$ cat src/hw/rtl/edge_coverage_hit_map_top_macros.svh
// Assertion macros for the edge coverage hit map RTL, used by the back part.
`ifndef EDGE_COVERAGE_HIT_MAP_TOP_MACROS_SVH
`define EDGE_COVERAGE_HIT_MAP_TOP_MACROS_SVH

// Same-cycle implication, disabled during reset.
`define ECOV_ASSERT_NOW(label, clk, rst, ante, cons) \
  label: assert property (@(posedge clk) disable iff (rst) (ante) |-> (cons)) \
    else $error("ecov assertion failed");

// Next-cycle implication, disabled during reset.
`define ECOV_ASSERT_NEXT(label, clk, rst, ante, cons) \
  label: assert property (@(posedge clk) disable iff (rst) (ante) |=> (cons)) \
    else $error("ecov assertion failed");

`endif

$ cat src/hw/rtl/ecov_pkg.sv
// Shared constants for the edge coverage hit map.
package ecov_pkg;

  localparam int ADDR_W  = 64;
  localparam int INDEX_W = 16;
  localparam int COUNT_W = 8;
  localparam int OP_W    = 2;
  localparam int PADDR_W = 3;
  localparam int PDATA_W = 32;

  // Operation codes
  localparam logic [OP_W-1:0] OP_RECORD     = 2'd0;
  localparam logic [OP_W-1:0] OP_READ       = 2'd1;
  localparam logic [OP_W-1:0] OP_READ_CLEAR = 2'd2;

  // Register word index (paddr[2])
  localparam logic REG_MAP_ENABLE = 1'b0;

  localparam logic [COUNT_W-1:0] COUNT_MAX = 8'hff;

endpackage

$ cat src/hw/rtl/ecov_if.sv
// Valid/ready channel interfaces for the edge coverage hit map.
interface ecov_in_if;
  logic                           valid;
  logic                           ready;
  logic [ecov_pkg::OP_W-1:0]      operation;
  logic [ecov_pkg::ADDR_W-1:0]    block_address;
  logic [ecov_pkg::INDEX_W-1:0]   entry_index;

  modport source (output valid, output operation, output block_address,
                  output entry_index, input ready);
  modport sink   (input valid, input operation, input block_address,
                  input entry_index, output ready);
endinterface


$ cat src/hw/rtl/ecov_front.sv
// Front part: accepts items, folds addresses, forms edge indexes.
module ecov_front #(
  parameter int MAP_BITS = 16
) (
  input  logic                         clk,
  input  logic                         rst,
  ecov_in_if.sink                      in,
  input  logic                         clearing,
  output logic                         push_valid,
  input  logic                         push_ready,
  output logic [ecov_pkg::OP_W+MAP_BITS-1:0] push_data
);

  logic [MAP_BITS-2:0]                       prior_location;
  logic [ecov_pkg::ADDR_W-1:0]               folded;
  logic [MAP_BITS-1:0]                       loc;
  logic [MAP_BITS-1:0]                       edge_idx;
  logic [MAP_BITS+ecov_pkg::INDEX_W-1:0]     entry_ext;
  logic [MAP_BITS-1:0]                       read_idx;
  logic [ecov_pkg::OP_W-1:0]                 op_norm;
  logic [MAP_BITS-1:0]                       idx;
  logic                                      accept;

  assign folded    = in.block_address ^ (in.block_address >> 4);
  assign loc       = folded[MAP_BITS-1:0];
  assign edge_idx  = {1'b0, prior_location} ^ loc;
  assign entry_ext = {{MAP_BITS{1'b0}}, in.entry_index};
  assign read_idx  = entry_ext[MAP_BITS-1:0];

  // Fold the unused code onto a plain read.
  always_comb begin
    unique case (in.operation)
      ecov_pkg::OP_RECORD:     op_norm = ecov_pkg::OP_RECORD;
      ecov_pkg::OP_READ_CLEAR: op_norm = ecov_pkg::OP_READ_CLEAR;
      default:                 op_norm = ecov_pkg::OP_READ;
    endcase
  end

  assign idx        = (op_norm == ecov_pkg::OP_RECORD) ? edge_idx : read_idx;
  assign in.ready   = push_ready && !clearing;
  assign push_valid = in.valid && !clearing;
  assign push_data  = {op_norm, idx};
  assign accept     = in.valid && in.ready;

  always_ff @(posedge clk) begin
    if (rst) begin
      prior_location <= '0;
    end else if (accept && (op_norm == ecov_pkg::OP_RECORD)) begin
      prior_location <= loc[MAP_BITS-1:1];
    end
  end

endmodule

$ cat src/flat_wrapper.sv
// flat-port wrapper written by rule: the top's interface ports become plain ports
module ecov_front_flat 
#(
  parameter int MAP_BITS = 16
)
  (clk, rst, clearing, push_valid, push_ready, push_data, in_valid, in_operation, in_block_address, in_entry_index, in_ready);
  ecov_in_if in_i ();
  input  logic clk;
  input  logic rst;
  input  logic clearing;
  output logic push_valid;
  input  logic push_ready;
  output logic [ecov_pkg::OP_W+MAP_BITS-1:0] push_data;
  input wire logic [$bits(in_i.valid)-1:0] in_valid;
  input wire logic [$bits(in_i.operation)-1:0] in_operation;
  input wire logic [$bits(in_i.block_address)-1:0] in_block_address;
  input wire logic [$bits(in_i.entry_index)-1:0] in_entry_index;
  output wire logic [$bits(in_i.ready)-1:0] in_ready;
  assign in_i.valid = in_valid;
  assign in_i.operation = in_operation;
  assign in_i.block_address = in_block_address;
  assign in_i.entry_index = in_entry_index;
  assign in_ready = in_i.ready;
  ecov_front #(.MAP_BITS(MAP_BITS)) u_core (.clk(clk), .rst(rst), .in(in_i), .clearing(clearing), .push_valid(push_valid), .push_ready(push_ready), .push_data(push_data));
endmodule
$ cat config.mk
export PLATFORM = sky130hd
export DESIGN_NAME = ecov_front_flat
export DESIGN_NICKNAME = d
export VERILOG_FILES = /design/src/hw/rtl/edge_coverage_hit_map_top_macros.svh /design/src/hw/rtl/ecov_pkg.sv /design/src/hw/rtl/ecov_if.sv /design/src/hw/rtl/ecov_front.sv /design/src/flat_wrapper.sv
export SDC_FILE = /design/constraint.sdc
export NUM_CORES = 1
export LEC_CHECK = 0
export ABC_AREA = 1
export BUFFER_PORTS_ARGS = -buffer_cell sky130_fd_sc_hd__buf_2
export CORE_ASPECT_RATIO = 1.1
export CORE_UTILIZATION = 35
export CTS_CLUSTER_DIAMETER = 50
export DETAILED_ROUTE_END_ITERATION = 10
export GPL_TIMING_DRIVEN = 0
export HOLD_SLACK_MARGIN = 0.03
export PLACE_DENSITY = 0.78
export SYNTH_ARGS = -nofsm -noshare
export SYNTH_HDL_FRONTEND = slang
export SYNTH_SLANG_ARGS = --single-unit
$ cat constraint.sdc
create_clock -name clk -period 1 [get_ports clk]
set_clock_uncertainty 0.2 [all_clocks]
set_input_delay 0.15 -clock clk [delete_from_list [all_inputs] [get_ports clk]]
set_output_delay 0.15 -clock clk [all_outputs]
set_load 0.005 [all_outputs]
==> results.py <==
metrics = {
    "worst_setup_path": {
        "end_kind": "primary output",
        "startpoint_type": "flip-flop",
        "path_max_fanout": 2,
        "critPathKind": "reg2out",
        "worstPathRequired_ns": 0.65,
        "crit_arrival_ns": 1.06,
    },
    "global_route": {
        "grt_pass1_vias": 1548,
        "grt_first_pass_wirelength_um": 6220,
        "track_usage": 0.206,
        "grt-ovfl-total": 0,
        "antenna_found_initial": 0,
        "grt_max_degree": 11,
    },
    "final_layout": {
        "final_layout_size_suffix_gt1_frac": 0.493,
        "n_antenna_cell": 0,
        "top_register": "u_core.prior_location",
        "fin_nets": 425,
        "fin_area_sq_mm": 0.00216,
        "area_delta_synth_final_pct": 68.4,
        "largest_register_ffs": 15,
        "fin_util": 0.633,
        "reg.largest.list": "u_core.prior_location: 15 flops",
    },
    "place": {
        "port_buffers": 62,
        "dpl.hpwl_um": 2590,
        "gp_congestion": 0.831,
        "place_ws_ns": -0.443,
        "placed_cell_area_sq_mm": 0.00166,
    },
    "floorplan": {
        "die-area_sq_mm": 0.00391,
        "die_y_um": 65.5,
        "initial_core_util": 0.376,
        "placeableCoreArea_sq_mm": 0.00341,
        "ios": 107,
        "die_w_um": 59.7,
        "rows": 22,
    },
    "sta": {
        "fin_ws_ns": -0.408,
        "maxSlewHeadroom": 0.829,
        "worst_slew_pin_slew_ns": 0.256,
        "finalMaxSlewViolations": 0,
        "rsz0062_at_grt": "true",
        "finalCritPeriodShare": 1.41,
        "whs_ns": -0.00990,
        "finalHoldViolations": 4,
        "setup_viol": 25,
        "fmax_ghz": 0.710,
        "min_period_ns": 1.41,
    },
    "run_status": {
        "violations": "negative hold slack, negative setup slack",
        "status": "finished, violations left",
    },
    "flow_run": {
        "maxCapViolations": 0,
    },
    "power_and_ir_drop": {
        "peakVddDrop_uv": 426,
        "total_leakage_power_uw": 0.00125,
        "power_density_mw_per_mm2": 740,
    },
    "clock_tree": {
        "ctsLongestPathBuffers": 2,
        "clock-sinks": 15,
        "htree_levels": 1,
        "cts_made_buffers": 3,
        "clock_latency_ns": 0.28,
        "path_clk_slew_ns": 0.10,
        "cts_tree": "built",
        "cts_root_buf": "clkbuf_4",
    },
    "synth": {
        "async_flop_share": 0,
        "ys_ff_latch": 15,
        "yosys.area.top_type_share": 0.357,
        "synthMostInstantiatedCell": "nand2_1",
        "synth_common_cells": "nand2_1, inv_1, nor2_1, nand3_1, dfxtp_1",
        "ys_seq_area_frac": 0.234,
        "ys.flop_type": "dfxtp_1",
        "synth_area_leader_cell": "nand2_1",
        "synthesis.nets": 337,
        "synth_area_leaders": "nand2_1, dfxtp_1, nand3_1",
        "yosysUniqueCellTypes": 14,
        "synth_edf_count": 0,
        "avgSynthCellArea_sq_um": 5.13,
        "syn_inst": 250,
        "ys_warn_count": 0,
        "syn-cell-area_sq_mm": 0.00128,
    },
    "routing": {
        "wl_per_cell_um": 11.0,
        "num_vias": 1798,
        "first_pass_iters": 7,
        "vias_per_cell": 4.67,
        "wl_um": 4230,
        "drc_errors": 0,
        "drt_iter0_drc": 54,
        "final_antenna_net_count": 0,
    },
    "worst_hold_path": {
        "hp-class": "in2reg",
    },
}
## power by group
part,switching (uW),total (uW),internal [uW]
Sequential,10.3,623,613
Combinational,332,622,291
Clock,200,354,155
## what timing repair did
| action | CTS | global route |
|---|---|---|
| resized for setup | 49 | 50 |
| pin swaps | 19 | 22 |
| setup buffers | 13 | 8 |
| endpoints found under the hold margin | 6 | 4 |
| cloned | 1 | 2 |
| setup endpoints to repair | 25 | 26 |
## routing by layer
layer	vias up	global-route usage	part of all wire
met1	801	0.244	0.42
met3	10	0.0217	0.055
met2	64	0.378	0.52
met4	0	0.0640	0.013
met5	-	0	0
li1	923	-	-
## layout make-up
type                       count  area (sq um)
timing repair buffer          83           564
fill                         316          1250
clock buffer                   4          26.3
sequential                    15           319
inverter                      37           141
multi-input combinational    192           993
tap                           48          60.1
buffer                         6          57.6
## stage by stage
step           std cells  power [uW]  setup TNS (ns)
3_3_place_gp         360        1090           -9.79
5_1_grt              385        1690           -6.81
3_5_place_dp         360        1100          -10.01
4_1_cts              378        1510           -4.98
2_1_floorplan        250         889          -0.649
6_report             385        1600           -5.64
## layout by cell type (no fill, tap or decap), types with 8 or more instances in the layout
| master | synthesis | layout |
|---|---|---|
| inv_2 | 0 | 12 |
| nand3_2 | 0 | 19 |
| buf_4 | 0 | 10 |
| buf_2 | 3 | 61 |
| nand3_1 | 28 | 9 |
| inv_1 | 37 | 24 |
| nand2_1 | 122 | 108 |
| nor2_4 | 1 | 8 |
| nand2_2 | 2 | 15 |
| dfxtp_2 | 0 | 15 |
| nor2_1 | 32 | 24 |
| buf_6 | 2 | 10 |
## worst paths after layout
check,cells past startpoint,slack (ns),startpoint,endpoint
worst max-delay path,7,-0.41,u_core.prior_location[0]$_SDFFE_PP0P_,push_data[0]
worst min-delay path,4,-0.01,rst,u_core.prior_location[4]$_SDFFE_PP0P_
worst max register to register,5,0.03,u_core.prior_location[0]$_SDFFE_PP0P_,u_core.prior_location[0]$_SDFFE_PP0P_
worst min register to register,2,0.30,u_core.prior_location[7]$_SDFFE_PP0P_,u_core.prior_location[7]$_SDFFE_PP0P_
## cell families after synthesis
group                     count (synthesis)  share of synthesized area
xor gates and xnor gates                  1                    0.00682
buffers and inverters                    43                      0.140
DFF                                      15                      0.234
and+or+nand+nor                         191                      0.619
## critical path, cell delays in order, from the launching register on
cell and delay [ns]:
dfxtp_2 0.34, inv_2 0.06, nand2_2 0.05, nand2_2 0.06, nand2_1 0.04, nand3_1 0.06, nand2_1 0.05, buf_2 0.12
(Power assumes the default switching activity.)
