### src/hw/rtl/edge_coverage_hit_map_top_macros.svh
// Assertion macros for the edge coverage hit map RTL, used by the back part.
`ifndef EDGE_COVERAGE_HIT_MAP_TOP_MACROS_SVH
`define EDGE_COVERAGE_HIT_MAP_TOP_MACROS_SVH

// Same-cycle implication, disabled during reset.
`define ECOV_ASSERT_NOW(label, clk, rst, ante, cons) \
  label: assert property (@(posedge clk) disable iff (rst) (ante) |-> (cons)) \
    else $error("ecov assertion failed");

// Next-cycle implication, disabled during reset.
`define ECOV_ASSERT_NEXT(label, clk, rst, ante, cons) \
  label: assert property (@(posedge clk) disable iff (rst) (ante) |=> (cons)) \
    else $error("ecov assertion failed");

`endif

### src/hw/rtl/ecov_queue.sv
// Small FIFO between the front and back parts.
module ecov_queue #(
  parameter int WIDTH = 18,
  parameter int DEPTH = 2
) (
  input  logic             clk,
  input  logic             rst,
  input  logic             push_valid,
  output logic             push_ready,
  input  logic [WIDTH-1:0] push_data,
  output logic             pop_valid,
  input  logic             pop_ready,
  output logic [WIDTH-1:0] pop_data
);

  localparam int PTR_W = (DEPTH > 1) ? $clog2(DEPTH) : 1;
  localparam int CNT_W = $clog2(DEPTH + 1);

  logic [WIDTH-1:0] slots [DEPTH];
  logic [PTR_W-1:0] wr_ptr;
  logic [PTR_W-1:0] rd_ptr;
  logic [CNT_W-1:0] count;
  logic             do_push;
  logic             do_pop;

  assign push_ready = (count != CNT_W'(DEPTH));
  assign pop_valid  = (count != '0);
  assign pop_data   = slots[rd_ptr];
  assign do_push    = push_valid && push_ready;
  assign do_pop     = pop_valid && pop_ready;

  function automatic logic [PTR_W-1:0] ptr_inc(input logic [PTR_W-1:0] p);
    if (p == PTR_W'(DEPTH - 1)) begin
      return '0;
    end
    return p + PTR_W'(1);
  endfunction

  always_ff @(posedge clk) begin
    if (rst) begin
      wr_ptr <= '0;
      rd_ptr <= '0;
      count  <= '0;
    end else begin
      if (do_push) begin
        wr_ptr <= ptr_inc(wr_ptr);
      end
      if (do_pop) begin
        rd_ptr <= ptr_inc(rd_ptr);
      end
      if (do_push && !do_pop) begin
        count <= count + CNT_W'(1);
      end else if (do_pop && !do_push) begin
        count <= count - CNT_W'(1);
      end
    end
  end

  always_ff @(posedge clk) begin
    if (do_push) begin
      slots[wr_ptr] <= push_data;
    end
  end

endmodule

### config.mk
export PLATFORM = sky130hd
export DESIGN_NAME = ecov_queue
export DESIGN_NICKNAME = d
export VERILOG_FILES = /design/src/hw/rtl/edge_coverage_hit_map_top_macros.svh /design/src/hw/rtl/ecov_queue.sv
export SDC_FILE = /design/constraint.sdc
export NUM_CORES = 1
export LEC_CHECK = 0
export BUFFER_PORTS_ARGS = -buffer_cell sky130_fd_sc_hd__buf_2
export CORE_ASPECT_RATIO = 0.75
export CORE_MARGIN = 8
export CORE_UTILIZATION = 45
export DETAILED_ROUTE_END_ITERATION = 10
export GPL_TIMING_DRIVEN = 0
export PLACE_DENSITY_LB_ADDON = 0.12
export SLEW_MARGIN = 0
export SYNTH_ARGS = -nofsm -noshare
export SYNTH_HDL_FRONTEND = slang
export SYNTH_SLANG_ARGS = --single-unit
export TNS_END_PERCENT = 10
### constraint.sdc
create_clock -name clk -period 1.35 [get_ports clk]
set_input_delay 0.0675 -clock clk [delete_from_list [all_inputs] [get_ports clk]]
set_output_delay 0.0675 -clock clk [all_outputs]
set_load 0.05 [all_outputs]
==> flow_summary.json, run 1 <==
{
  "hpwlAfterDp_mm": 1.86,
  "rsz0062_at_grt": "yes",
  "cellLeakagePower_uw": 0.000927,
  "ys_types": 18,
  "totalNegativeSetupSlack_ns": -1.17,
  "grtUsageTotal": 0.114,
  "mostFrequentLayoutCell": "sky130_fd_sc_hd__edfxtp_1",
  "die_w_um": 83.1,
  "post_layout_min_period_ns": 1.45,
  "avgViaCountPerCell": 4.68,
  "syn_nets": 103,
  "power.net_switching_uw": 1700,
  "worst_skew_pair.late_latency_ns": 0.29,
  "fp.dieH_um": 66.3,
  "critPathMaxStageDelay_ns": 0.35,
  "dieArea_mm2": 0.00551,
  "finish.net_count": 174,
  "crit_path_max_delay_cell_type": "sky130_fd_sc_hd__dfxtp_2",
  "ctsRootBufferMaster": "sky130_fd_sc_hd__clkbuf_8",
  "int_pwr_uw": 2980,
  "start_util": 0.465,
  "worstHoldPathType": "in -> reg",
  "max_freq_mhz": 690,
  "final_cell_mix": "36 x sky130_fd_sc_hd__edfxtp_1, 23 x sky130_fd_sc_hd__buf_2, 19 x sky130_fd_sc_hd__dlygate4sd3_1",
  "netlist_area_mm2": 0.00152,
  "cpLargestDelayFamily": "simple AND/OR/NAND/NOR gates",
  "drt-total-wl_mm": 3.00,
  "cts_inserted_buffers": 5,
  "finalCritPeriodShare": 1.07,
  "fin_hold_ws_ns": 0.142,
  "fin_ws_ns": -0.0991,
  "setup.worst_path.end_class": "register",
  "criticalPathCategory": "reg -> reg",
  "grt_start_max_net_pins": 19,
  "violations": "negative setup slack",
  "detailedRoute.firstIterationViolations": 42,
  "grt_first_pass_wirelength_mm": 4.85,
  "maximum_vdd_ir_drop_mv": 1.50,
  "clkTransAtPathRegs_ns": 0.07,
  "fp.coreArea_mm2": 0.00327,
  "reg2reg_to": "count[1]$_SDFFE_PP0P_",
  "wl_per_cell_um": 15.6,
  "synthesis.instances": 80,
  "ys.warnings.count": 0,
  "reg2reg_slack_ns": -0.1,
  "tritoncts_clock_tree": "yes",
  "cp_max_fo": 5,
  "cp.depth": 6,
  "antenna_found_initial": 0,
  "synthToLayoutAreaGrowth_pct": 55.0,
  "p_sw_frac": 0.363,
  "ctsLongestPathBuffers": 2,
  "routabilityCongestion": 0.651,
  "utilization": 0.721,
  "gr-total-overflow": 0,
  "diodes": 0,
  "layout.cells.non_filler": 192,
  "timing.final.max_slew_violations": 0,
  "cts.sink_count": 41,
  "r2r_start": "count[0]$_SDFFE_PP0P_",
  "worst_setup_skew_after_layout_ns": 0.0104,
  "setup-violations-final": 37,
  "first_global_vias": 1010,
  "timing.max_slew.rel_slack": 0.700,
  "status": "complete, but fails checks",
  "series_of_cell_instances_along_the_critical_path": "nand2b_4, and2_4, ha_4, xor2_1, or3_1, a21oi_1",
  "critPathArrivalTime_ns": 1.66,
  "setup.worst_path.start_class": "register",
  "layout_fillers": 215,
  "cts_max_level": 2,
  "drv_cap": 0,
  "critical_path_buf_inv_count": 0,
  "worstPathRequired_ns": 1.57,
  "tightestPinTransition_ns": 0.449,
  "share_seq_of_total_power": 0.359,
  "critPathLaunch": "count[0]$_SDFFE_PP0P_",
  "yosysSeqAreaShare": 0.778,
  "final-hold-violation-count": 0,
  "via_total_after_detailed_routing": 899,
  "rows": 18,
  "worstRegToRegCells": 6,
  "first_drt_pass_iteration_count": 3,
  "place_worst_setup_slack_ns": -0.242,
  "place.detailed.instances": 161,
  "placement.io_buffers": 41,
  "share_clk_of_total_power": 0.158,
  "critical_path.endpoint": "count[1]$_SDFFE_PP0P_",
  "boundaryPins": 42,
  "share_comb_of_total_power": 0.483,
  "avgSynthCellArea_um2": 19.0,
  "power-per-cell-area_mw_per_mm2": 1990,
  "detail-route-antenna-nets": 0,
  "drt_drc_violations_left": 0,
  "post_route_cells_drive_above_1_share": 0.533,
  "register_bit_total_from_synthesis": 41
}
sequential cells by signal, summed over array words and instances, names as in the netlist, named ones only:
name / flops
slots: 36
count: 2
rd_ptr: 1
wr_ptr: 1
worst min path at each step:
| stage | from | endpoint | slack [ns] | cells after the start |
|---|---|---|---|---|
| after floorplan | rst | count[0]$_SDFFE_PP0P_ | 0.13 | 1 |
| after global placement | push_data[7] | slots[0][7]$_DFFE_PP_ | 0.26 | 1 |
| after detailed placement | push_data[17] | slots[0][17]$_DFFE_PP_ | 0.26 | 1 |
| final | push_valid | wr_ptr$_SDFFE_PP0P_ | 0.14 | 3 |
| after global routing | push_valid | wr_ptr$_SDFFE_PP0P_ | 0.14 | 3 |
| after CTS | push_valid | wr_ptr$_SDFFE_PP0P_ | 0.12 | 3 |
synth_stat cells:
library cell / number / area (um2)
sky130_fd_sc_hd__a21bo_2: 1 / 10.0
sky130_fd_sc_hd__inv_1: 1 / 3.75
sky130_fd_sc_hd__or3_1: 1 / 6.26
sky130_fd_sc_hd__or2_2: 1 / 6.26
sky130_fd_sc_hd__o21ai_0: 2 / 10.0
sky130_fd_sc_hd__mux2_2: 18 / 203
sky130_fd_sc_hd__nor2_1: 3 / 11.3
sky130_fd_sc_hd__and2_1: 1 / 6.26
sky130_fd_sc_hd__edfxtp_1: 36 / 1080
sky130_fd_sc_hd__dfxtp_1: 5 / 100
sky130_fd_sc_hd__buf_2: 1 / 5.00
sky130_fd_sc_hd__nand2b_1: 1 / 6.26
sky130_fd_sc_hd__a21oi_1: 2 / 10.0
sky130_fd_sc_hd__ha_1: 1 / 12.5
sky130_fd_sc_hd__nand3b_1: 1 / 7.51
sky130_fd_sc_hd__xor2_1: 3 / 26.3
sky130_fd_sc_hd__and3_1: 1 / 6.26
sky130_fd_sc_hd__buf_4: 1 / 7.51
routing by layer:
layer	global-route usage	share of wire	vias to the layer above
li1	-	-	443
met1	0.124	0.42	427
met2	0.193	0.51	22
met3	0.0419	0.049	7
met4	0.0655	0.018	0
met5	0	0	-
kinds of logic after synthesis:
| group | Yosys count | synth area share |
|---|---|---|
| buf+inv | 3 | 0.0107 |
| fa+ha+maj | 1 | 0.00824 |
| compound gates | 5 | 0.0198 |
| flops | 41 | 0.778 |
| xor+xnor | 3 | 0.0173 |
| mux | 18 | 0.133 |
| simple gates | 9 | 0.0330 |
per-stage QoR:
step                      total power [uW]  instance area (um2)
after floorplan                       2960                 1540
after global placement                3270                 1800
after detailed placement              3300                 1800
after CTS                             4650                 2330
after global routing                  4890                 2350
final                                 4680                 2350
cell type report:
| type | instances | area (um2) | share of cell area |
|---|---|---|---|
| buffer | 2 | 26.3 | 0.0112 |
| clock inverter | 1 | 5.00 | 0.00213 |
| timing repair buffer | 64 | 614 | 0.261 |
| clock buffer | 7 | 76.3 | 0.0324 |
| tap | 40 | 50.0 | 0.0213 |
| inverter | 1 | 7.51 | 0.00319 |
| sequential | 41 | 1180 | 0.503 |
| multi-input combinational | 36 | 390 | 0.166 |
tightest hold or removal path: cells and delay by family:
| kind | cells | cell delay (ns) |
|---|---|---|
| AOI/OAI and AO/OA | 2 | 0.19 |
| buffers and inverters | 1 | 0.12 |
power by group through the flow:
stage / combinational [uW] / sequential, uW / clock, uW
floorplan: 1280 / 1680 / 0
global placement: 1580 / 1690 / 0
detailed placement: 1610 / 1700 / 0
CTS: 2220 / 1680 / 763
global route: 2370 / 1700 / 820
finish: 2260 / 1680 / 742
repair_timing:
item,in CTS,in global routing
endpoints found under the hold margin,40,0
pin swaps,0,0
gates cloned,1,0
hold buffers,19,0
endpoints found under the setup margin,56,49
setup buffers,3,0
resized for setup,64,8
No activity file was read; power rests on OpenSTA's default activity.
==> inputs of run 2 (changes only) <==
==> constraint.sdc (replaced) <==
create_clock -name clk -period 1.35 [get_ports clk]
set_input_delay 0.0675 -clock clk [delete_from_list [all_inputs] [get_ports clk]]
set_output_delay 0.0675 -clock clk [all_outputs]
set_load 0.005 [all_outputs]
==> run 2 against run 1 <==
Against the previous run:
- the flow still finishes with violations (negative setup slack)
- routed wire length up 5.3%
- final cell count up 2.1%
- final area up 1.1%
- count of clock-buffer cells in the layout fell by 1
- non-clock buffer count grew 4
- hold slack got worse by 0.031 ns
- flip-flop and latch count unchanged
- global-route usage is 0.26 points lower
- critical path type unchanged
- critical endpoint unchanged
- largest cell class unchanged
==> flow_summary.json, run 2 (synthesized netlist as in run 1, its figures left out) <==
{
  "max_ffs_per_register": 36,
  "cts_inserted_buffers": 5,
  "place.detailed.instances": 161,
  "detailedRoute.firstIterationViolations": 42,
  "largest_registers": "slots x36, count x2",
  "post_route_cells_drive_above_1_share": 0.577,
  "rows": 18,
  "drt-total-wl_mm": 3.16,
  "tritoncts_clock_tree": "yes",
  "clkTransAtPathRegs_ns": 0.07,
  "cellLeakagePower_uw": 0.000939,
  "die_w_um": 83.1,
  "start_util": 0.465,
  "design_area_mm2": 0.00238,
  "final_cell_mix": "36 x sky130_fd_sc_hd__edfxtp_1, 27 x sky130_fd_sc_hd__buf_2, 19 x sky130_fd_sc_hd__dlygate4sd3_1",
  "setup.worst_path.end_class": "register",
  "rsz0062_at_grt": "yes",
  "timing.max_slew.rel_slack": 0.703,
  "place_worst_setup_slack_ns": -0.315,
  "use_met2": 0.209,
  "violations": "negative setup slack",
  "criticalPathCategory": "reg -> reg",
  "drv_cap": 0,
  "routabilityCongestion": 0.623,
  "gr-usage-met3": 0.0480,
  "synthToLayoutAreaGrowth_pct": 56.8,
  "reg2reg_slack_ns": -0.13,
  "cp_max_fo": 3,
  "placement.io_buffers": 41,
  "diodes": 0,
  "power-per-cell-area_mw_per_mm2": 1710,
  "worstRegToRegCells": 6,
  "worstPathRequired_ns": 1.56,
  "antenna_found_initial": 0,
  "reg2reg_to": "count[1]$_SDFFE_PP0P_",
  "boundaryPins": 42,
  "cts.sink_count": 41,
  "post_layout_min_period_ns": 1.48,
  "max_freq_mhz": 676,
  "hp-start": "push_valid",
  "timing.final.max_slew_violations": 0,
  "r2r_start": "count[0]$_SDFFE_PP0P_",
  "ctsLongestPathBuffers": 2,
  "mostFrequentLayoutCell": "sky130_fd_sc_hd__edfxtp_1",
  "global_route.peak_usage_layer": "met2",
  "status": "complete, but fails checks",
  "worst_skew_pair.late_latency_ns": 0.28,
  "grtUsageTotal": 0.112,
  "grt_start_max_net_pins": 19,
  "registers.top_by_ff_count": "slots",
  "avgViaCountPerCell": 4.84,
  "wl_per_cell_um": 16.1,
  "grt_first_pass_wirelength_mm": 4.80,
  "hold_end": "wr_ptr$_SDFFE_PP0P_",
  "drt_drc_violations_left": 0,
  "finalCritPeriodShare": 1.10,
  "tightestPinTransition_ns": 0.445,
  "finish.net_count": 178,
  "fin_ws_ns": -0.129,
  "maximum_vdd_ir_drop_mv": 1.10,
  "dieArea_mm2": 0.00551,
  "fp.coreArea_mm2": 0.00327,
  "utilization": 0.729,
  "hpwlAfterDp_mm": 1.92,
  "cts_max_level": 2,
  "worstHoldPathType": "in -> reg",
  "placement.cell_area_mm2": 0.00180,
  "worst_setup_skew_after_layout_ns": 0.00496,
  "hold-path-cell-count": 3,
  "detail-route-antenna-nets": 0,
  "final-hold-violation-count": 0,
  "layout.cells.non_filler": 196,
  "via_total_after_detailed_routing": 949,
  "fp.dieH_um": 66.3,
  "use_met1": 0.105,
  "first_global_vias": 1028,
  "ctsRootBufferMaster": "sky130_fd_sc_hd__clkbuf_8",
  "setup-violations-final": 35,
  "first_drt_pass_iteration_count": 5,
  "setup.worst_path.start_class": "register",
  "critPathArrivalTime_ns": 1.69,
  "gr-total-overflow": 0
}
-- run 2: cell types whose count changed in the layout (fill, tap and decap cells not counted), moves of 2 or more --
cell and change:
sky130_fd_sc_hd__buf_8 -14, sky130_fd_sc_hd__buf_6 +7, sky130_fd_sc_hd__buf_12 +4, sky130_fd_sc_hd__buf_2 +4
sky130_fd_sc_hd__buf_4 +3, sky130_fd_sc_hd__dfxtp_2 -2, sky130_fd_sc_hd__dfxtp_4 +2
-- run 2: worst max path at each step --
stage	start	end	slack (ns)	cells past startpoint
finish	count[0]$_SDFFE_PP0P_	count[1]$_SDFFE_PP0P_	-0.13	6
global route	count[0]$_SDFFE_PP0P_	count[1]$_SDFFE_PP0P_	-0.17	6
CTS	count[0]$_SDFFE_PP0P_	count[1]$_SDFFE_PP0P_	-0.13	6
detailed placement	count[0]$_SDFFE_PP0P_	slots[0][13]$_DFFE_PP_	-0.31	3
global placement	count[0]$_SDFFE_PP0P_	slots[0][13]$_DFFE_PP_	-0.28	3
floorplan	count[0]$_SDFFE_PP0P_	count[1]$_SDFFE_PP0P_	-0.09	6
-- run 2: power by group --
part	internal, uW	total [uW]	switching, uW
logic	1040	1640	599
clock network	358	750	392
registers	1610	1690	81.0
-- run 2: worst max-delay path, stage by stage, from the launching register on --
cell	delay (ns)
sky130_fd_sc_hd__dfxtp_4	0.35
sky130_fd_sc_hd__nand2b_4	0.15
sky130_fd_sc_hd__and2_4	0.14
sky130_fd_sc_hd__ha_4	0.15
sky130_fd_sc_hd__xor2_2	0.15
sky130_fd_sc_hd__or3_4	0.33
sky130_fd_sc_hd__a21oi_2	0.14
-- run 2: per-layer routing --
metal  wire length (um)  up-vias
li1                   -      454
met1               1240      471
met2               1760       22
met3                131        2
met4                 27        0
met5                  0        -
-- run 2: repair_timing --
action,in CTS,in global routing
cloned,0,1
hold buffers,19,0
endpoints found under the hold margin,41,0
buffers inserted,4,3
endpoints found under the setup margin,55,30
resized for setup,33,14
pin swaps,3,2
-- run 2: stage by stage --
stage | setup TNS [ns] | hold WS, ns | power [uW]
after floorplan | -0.772 | 0.137 | 2250
after global placement | -6.58 | 0.256 | 2570
after detailed placement | -7.63 | 0.259 | 2620
after CTS | -2.32 | 0.107 | 3800
after global routing | -3.52 | 0.142 | 4280
final | -1.62 | 0.112 | 4080
-- run 2: final cells by class --
type	instances	area, um2
flip-flops and latches	41	1190
fillers	216	885
repair buffers	68	589
multi-input cells	36	422
clock buffers	6	72.6
well taps	40	50.0
plain buffers	2	40.0
clock inverters	2	10.0
inverters	1	7.51
